## config.mk

```make
export PLATFORM = sky130hd
export DESIGN_NAME = sik_chain
export DESIGN_NICKNAME = d
export VERILOG_FILES = /design/src/hw/rtl/sik_pkg.sv /design/src/hw/rtl/sik_cell.sv /design/src/hw/rtl/sik_chain.sv
export SDC_FILE = /design/constraint.sdc
export NUM_CORES = 2
export LEC_CHECK = 0
export BUFFER_PORTS_ARGS = -buffer_cell sky130_fd_sc_hd__buf_2
export CORE_MARGIN = 4
export CORE_UTILIZATION = 50
export DETAILED_ROUTE_END_ITERATION = 10
export PLACE_DENSITY = 0.67
export SLEW_MARGIN = 25
export SYNTH_ARGS = -nofsm -noshare
export SYNTH_HDL_FRONTEND = slang
export SYNTH_SLANG_ARGS = --single-unit
```

## constraint.sdc

```tcl
create_clock -name clk -period 8.9 [get_ports clk]
set_input_delay 1.335 -clock clk [delete_from_list [all_inputs] [get_ports clk]]
set_output_delay 1.335 -clock clk [all_outputs]
set_load 0.02 [all_outputs]
```

## src/hw/rtl/sik_pkg.sv

```systemverilog
// shared types, constants and the arctangent table for the swerve kinematics unit
`default_nettype none
package sik_pkg;
	localparam int COMP_W = 18;
	localparam int GUARD = 8;
	localparam int DP_W = 30;
	localparam int Z_W = 32;
	localparam int TAB_LEN = 24;
	localparam int WHEELS = 4;
	localparam logic [16:0] INV_GAIN = 17'd39797;
	localparam logic [Z_W-1:0] HALF_TURN = 32'h8000_0000;
	localparam logic CFG_HALF_LENGTH_X = 1'b0;
	localparam logic CFG_HALF_WIDTH_Y = 1'b1;

	typedef logic signed [DP_W-1:0] dp_t;
	typedef logic [Z_W-1:0] ang_t;

	typedef struct packed {
		dp_t x;
		dp_t y;
		ang_t z;
		logic zero;
	} cell_data_t;

	function automatic ang_t atan_lut(input logic [4:0] idx);
		ang_t r;
		unique case (idx)
			5'd0: r = 32'd536870912;
			5'd1: r = 32'd316933406;
			5'd2: r = 32'd167458907;
			5'd3: r = 32'd85004756;
			5'd4: r = 32'd42667331;
			5'd5: r = 32'd21354465;
			5'd6: r = 32'd10679838;
			5'd7: r = 32'd5340245;
			5'd8: r = 32'd2670163;
			5'd9: r = 32'd1335087;
			5'd10: r = 32'd667544;
			5'd11: r = 32'd333772;
			5'd12: r = 32'd166886;
			5'd13: r = 32'd83443;
			5'd14: r = 32'd41722;
			5'd15: r = 32'd20861;
			5'd16: r = 32'd10430;
			5'd17: r = 32'd5215;
			5'd18: r = 32'd2608;
			5'd19: r = 32'd1304;
			5'd20: r = 32'd652;
			5'd21: r = 32'd326;
			5'd22: r = 32'd163;
			5'd23: r = 32'd81;
			default: r = '0;
		endcase
		return r;
	endfunction
endpackage
`default_nettype wire

```

## src/hw/rtl/sik_cell.sv

```systemverilog
// one cordic vectoring micro-rotation, registered, with its valid bit
`default_nettype none
module sik_cell #(
	parameter int STAGE = 0
) (
	input  wire logic                clk,
	input  wire logic                arst_n,
	input  wire logic                en,
	input  wire logic                vld_in,
	input  wire sik_pkg::cell_data_t d_in,
	output logic                     vld_q,
	output sik_pkg::cell_data_t      d_q
);
	sik_pkg::dp_t dx, dy;
	sik_pkg::ang_t a;
	sik_pkg::cell_data_t nxt;

	always_comb begin
		dx = d_in.y >>> STAGE;
		dy = d_in.x >>> STAGE;
		a = sik_pkg::atan_lut(5'(STAGE));
		nxt = d_in;
		if (!d_in.y[sik_pkg::DP_W-1]) begin
			nxt.x = d_in.x + dx;
			nxt.y = d_in.y - dy;
			nxt.z = d_in.z + a;
		end else begin
			nxt.x = d_in.x - dx;
			nxt.y = d_in.y + dy;
			nxt.z = d_in.z - a;
		end
	end

	always_ff @(posedge clk or negedge arst_n) begin
		if (!arst_n) begin
			vld_q <= 1'b0;
		end else if (en) begin
			vld_q <= vld_in;
		end
	end

	always_ff @(posedge clk) begin
		if (en) begin
			d_q <= nxt;
		end
	end
endmodule
`default_nettype wire

```

## src/hw/rtl/sik_chain.sv

```systemverilog
// prescale, chain of cordic cells and gain / rounding stage for one wheel
`default_nettype none
module sik_chain #(
	parameter int STAGES = 16
) (
	input  wire logic        clk,
	input  wire logic        arst_n,
	input  wire logic        en,
	input  wire logic        vld_in,
	input  wire logic signed [sik_pkg::COMP_W-1:0] cx,
	input  wire logic signed [sik_pkg::COMP_W-1:0] cy,
	output logic             vld_out,
	output logic [15:0]      speed,
	output logic [15:0]      angle
);
	sik_pkg::cell_data_t head;
	sik_pkg::cell_data_t d [STAGES+1];
	logic v [STAGES+1];
	logic signed [sik_pkg::COMP_W-1:0] ax, ay;
	logic signed [sik_pkg::DP_W+17:0] prod;
	logic signed [sik_pkg::DP_W+17:0] mag;
	sik_pkg::ang_t zr;

	// fold left half-plane by a half turn
	always_comb begin
		ax = cx[sik_pkg::COMP_W-1] ? -cx : cx;
		ay = cx[sik_pkg::COMP_W-1] ? -cy : cy;
		head.x = sik_pkg::DP_W'(ax) <<< sik_pkg::GUARD;
		head.y = sik_pkg::DP_W'(ay) <<< sik_pkg::GUARD;
		head.z = cx[sik_pkg::COMP_W-1] ? sik_pkg::HALF_TURN : '0;
		head.zero = (cx == '0) && (cy == '0);
	end
	assign d[0] = head;
	assign v[0] = vld_in;

	for (genvar i = 0; i < STAGES; i++) begin : g_cell
		sik_cell #(.STAGE(i)) u_cell (
			.clk(clk), .arst_n(arst_n), .en(en), .vld_in(v[i]), .d_in(d[i]),
			.vld_q(v[i+1]), .d_q(d[i+1])
		);
	end

	always_comb begin
		prod = sik_pkg::DP_W'(d[STAGES].x) * $signed({1'b0, sik_pkg::INV_GAIN});
		mag = (prod + (48'sd1 <<< (15 + sik_pkg::GUARD))) >>> (16 + sik_pkg::GUARD);
		zr = d[STAGES].z + 32'h0000_8000;
	end

	always_ff @(posedge clk or negedge arst_n) begin
		if (!arst_n) begin
			vld_out <= 1'b0;
		end else if (en) begin
			vld_out <= v[STAGES];
		end
	end

	always_ff @(posedge clk) begin
		if (en) begin
			if (d[STAGES].zero) begin
				speed <= '0;
				angle <= '0;
			end else begin
				if (mag[sik_pkg::DP_W+17])
					speed <= '0;
				else if (mag > 48'sd65535)
					speed <= 16'hFFFF;
				else
					speed <= mag[15:0];
				angle <= zr[31:16];
			end
		end
	end
endmodule
`default_nettype wire

```

==> metrics.md <==
| Metric | Value |
|---|---|
| Routed vias | `approximately 93000` |
| Yosys top cell by area | `edfxtp_1` |
| Fraction of registers with async set or reset after synthesis | `about 1.3%` |
| Setup ws final | `about 1.8 ns` |
| CP Data Arrival Time | `7.64 ns` |
| RR Startpoint | `g_cell[15].u_cell.d_q[75]` |
| Synthesized area per cell | `9.63 µm²` |
| Largest cells by area after synthesis | `edfxtp_1 33%, ha_1 15%, xnor2_1 7.9%, a21oi_1 4.8%, fa_1 4.5%` |
| R2R setup slack | `1.75 ns` |
| Initial antenna violation count | `2` |
| R2R cell count | `23` |
| Warnings from Yosys | `0` |
| Reg2reg end | `speed[12]` |
| DP HPWL | `around 250000 µm` |
| Cell Rows | `179` |
| FILL cells | `roughly 21000` |
| RSZ-0062 raised after global routing | `false` |
| I/O pin cnt | `73` |
| FF/Latch Area | `40500 µm²` |
| Crit-path leading delay family | `adder cells` |
| Library cells used by synthesis | `91` |
| GR Util All Layers | `roughly 24%` |
| Max Root-Sink Buffers | `3` |
| Outcome | `finished, final reports clean` |
| Starting Density | `between 50% and 60%` |
| Global route total overflow | `0` |
| Number of buffers added on ports | `between 70 and 80` |
| Critical path peak fanout | `16` |
| Num Clock Sinks | `about 1400` |
| Worst Clk Skew | `roughly 0.054 ns` |
| Residual DRC | `0` |
| Slew HR | `around 27%` |
| Synth Instances | `12500` |
| FMAX | `about 140 MHz` |
| Max cap viols | `0` |
| Top cell type's share of synthesized area | `around 33%` |
| Die H | `approximately 500 µm` |
| Setup violators final | `0` |
| Min-delay src | `g_cell[14].u_cell.d_q[0]` |
| Final cell count without fillers | `about 16000` |
| Clk pin slew, worst setup/hold paths | `about 0.060 ns` |
| Crit path time final | `between 7 and 8 ns` |
| Drt pass-1 iters | `8` |
| Global-route wire length before repair | `490000 µm` |
| # resized after CTS | `0` |
| Slew Viols, Final | `0` |
| Post-Syn Area | `120000 µm²` |
| Vias in the first global route | `91200` |
| Core area | `239000 µm²` |
| Post-Route WL | `slightly above 300000 µm` |
| EDFF count, synth | `about 1300` |
| Post-placement setup slack | `roughly 1.8 ns` |
| CTS tree | `built` |
| Post-CTS Hold Fix Bufs | `0` |
| Detail Route Antenna Nets | `0` |
| Dpl cells | `roughly 16000` |
| Slowest cell delay on critical path | `between 0.5 and 0.6 ns` |
| Flops & latches, synth | `approximately 1400` |
| Final worst path period share | `80.3%` |
| Worst-margin pin slew | `roughly 1.1 ns` |
| Starting DRT DRC Count | `around 6700` |
| Syn-to-layout area delta | `7.92%` |
| Post-CTS Setup Inserts | `0` |
| Final #Nets | `14400` |
| Hold Violations, Final | `0` |
| Full die area | `249000 µm²` |
| Setup TNS | `0 ns` |
| CP Launch Type | `flop` |
| Hold Crit Class | `flop to flop` |
| Hold-critical path depth | `0` |
| Top FF cell, synth | `edfxtp_1` |
| Area of the multi-input gates | `approximately 76000 µm²` |
| Root Buffer | `clkbuf_16` |
| Critical path, cell by cell | `ha_1 > inv_1 > fa_1 > inv_1 > fa_1 > fa_1 > fa_1 > inv_1 > fa_1 > inv_1 > ha_1 > nand2_1 > o211ai_1 > a21oi_1 > nor3_1 > o21ai_1 > o31ai_1 > a221o_1 > o311ai_0 > o21a_1 > nor4_2 > buf_4 > a21oi_1` |
| Max H-tree Level | `4` |
| Final core occ | `a little over half` |
| Worst-Skew Late Latency | `slightly above 0.8 ns` |
| Crit path buf inv count | `5` |
| Pin count of the biggest net entering global routing | `between 150 and 200` |
| Kind of critical path | `flop to flop` |
| Ratio of cells with drive above 1 in the final layout | `3.77%` |
| Hold endpoint | `g_cell[15].u_cell.d_q[0]` |
| Critical path required time | `around 9.4 ns` |
| CP most frequent cell | `fa_1` |
| Mapped Nets | `roughly 14000` |
| Sequential area share after synthesis | `33.6%` |
| Drt wl/cell | `between 15 and 20 µm` |
| Setup crit end kind | `flop` |
| Vias per cell | `about 5.9` |
| Critical path's slowest cell | `edfxtp_1` |
| GPL Wtd Cong | `between 0.9 and 1` |
| Total CTS buffers | `157` |
| Die X | `499 µm` |
[cell usage in the layout (no fill, tap or decap), drive strengths merged, types with 43 or more instances in the layout]
| cell | Yosys | routed |
|---|---|---|
| o41ai | 53 | 53 |
| nor2 | 1189 | 1189 |
| clkinv | 8 | 68 |
| a31oi | 130 | 130 |
| edfxtp | 1334 | 1334 |
| clkbuf | 123 | 181 |
| a211oi | 116 | 116 |
| o21a | 185 | 185 |
| a211o | 44 | 44 |
| nand3 | 200 | 200 |
| fa | 271 | 271 |
| nor3 | 382 | 382 |
| o31ai | 60 | 60 |
| and3 | 118 | 118 |
| nor4 | 84 | 84 |
| a21o | 434 | 434 |
| o211ai | 68 | 68 |
| nor2b | 204 | 204 |
| and2 | 77 | 77 |
| nand4 | 77 | 77 |
| xnor2 | 1091 | 1091 |
| nand2b | 147 | 147 |
| o21bai | 156 | 156 |
| xor2 | 563 | 563 |
| nand2 | 588 | 588 |
| or3 | 115 | 115 |
| ha | 1477 | 1477 |
| buf | 25 | 119 |
| o21ai | 585 | 585 |
| inv | 875 | 889 |
| mux2 | 43 | 43 |
| a21oi | 1150 | 1150 |
[through the flow]
stage                     hold WS, ns  area (µm²)
final                           0.417      130000
after global routing            0.405      130000
after CTS                       0.359      130000
after detailed placement        0.405      125000
after global placement          0.404      125000
after floorplan                 0.400      120000
[flip-flops by register name, summed over array words and instances (netlist names)]
name / cells
angle: 16
g_cell.u_cell.d_q: 1302
g_cell.u_cell.vld_q: 16
speed: 16
vld_out: 1
[logic make-up after synthesis]
group	after synthesis	share of synthesized area, %
muxes	69	0.618
AOI/OAI and AO/OA	3313	17.4
xor gates and xnor gates	1654	12.0
DFF	1351	33.6
buffers and inverters	1031	3.21
adders and majority gates	1748	19.8
and+or+nand+nor	3337	13.2
[synthesized netlist by cell type (all sizes together), types with 23 or more instances]
cell type,instances
ha,1477
edfxtp,1334
nor2,1189
a21oi,1150
xnor2,1091
inv,875
nand2,588
o21ai,585
xor2,563
a21o,434
nor3,382
fa,271
nor2b,204
nand3,200
o21a,185
o21bai,156
nand2b,147
a31oi,130
clkbuf,123
and3,118
a211oi,116
or3,115
nor4,84
and2,77
nand4,77
o211ai,68
o31ai,60
o41ai,53
a211o,44
mux2,43
a21boi,38
or4,38
or2,30
a31o,27
mux2i,26
buf,25
a221oi,24
a2111oi,23
[cell type report]
| type | count | share of cell area (%) |
|---|---|---|
| antenna | 4 | 0.00770 |
| clock buffer | 181 | 3.11 |
| clock inverter | 103 | 0.942 |
| inverter | 883 | 2.55 |
| multi-input combinational | 10100 | 58.6 |
| sequential | 1351 | 31.1 |
| tap | 3167 | 3.05 |
| timing repair buffer | 119 | 0.633 |
[worst max-delay path by stage]
stage | cells after the start | end | from | slack [ns]
after floorplan | 23 | speed[10] | g_cell[15].u_cell.d_q[92] | 2.38
after global placement | 23 | speed[14] | g_cell[15].u_cell.d_q[74] | 1.85
after detailed placement | 23 | speed[12] | g_cell[15].u_cell.d_q[75] | 1.76
after CTS | 23 | speed[12] | g_cell[15].u_cell.d_q[75] | 1.73
after global routing | 23 | speed[6] | g_cell[15].u_cell.d_q[75] | 1.33
final | 23 | speed[12] | g_cell[15].u_cell.d_q[75] | 1.75
[worst register-to-register path: stages, from the launching register on]
cell and delay, ns:
edfxtp_1 0.57, ha_1 0.50, inv_1 0.09, fa_1 0.50, inv_1 0.05, fa_1 0.49
fa_1 0.52, fa_1 0.54, inv_1 0.05, fa_1 0.53, inv_1 0.05, ha_1 0.40
nand2_1 0.10, o211ai_1 0.28, a21oi_1 0.12, nor3_1 0.21, o21ai_1 0.16, o31ai_1 0.51
a221o_1 0.27, o311ai_0 0.16, o21a_1 0.16, nor4_2 0.25, buf_4 0.25, a21oi_1 0.10
[routing by layer]
| layer | vias up | routed length [µm] | GRT usage, % | share of wire (%) |
|---|---|---|---|---|
| li1 | 45900 | - | - | - |
| met1 | 44900 | 135000 | 31.4 | 44 |
| met2 | 2211 | 151000 | 42.6 | 49 |
| met3 | 434 | 13200 | 2.69 | 4.3 |
| met4 | 2 | 7980 | 6.42 | 2.6 |
| met5 | - | 13 | 0 | 0.0042 |
Power is not shown: default switching activity piles up to over one toggle a cycle in this logic, so the estimate is an artifact.
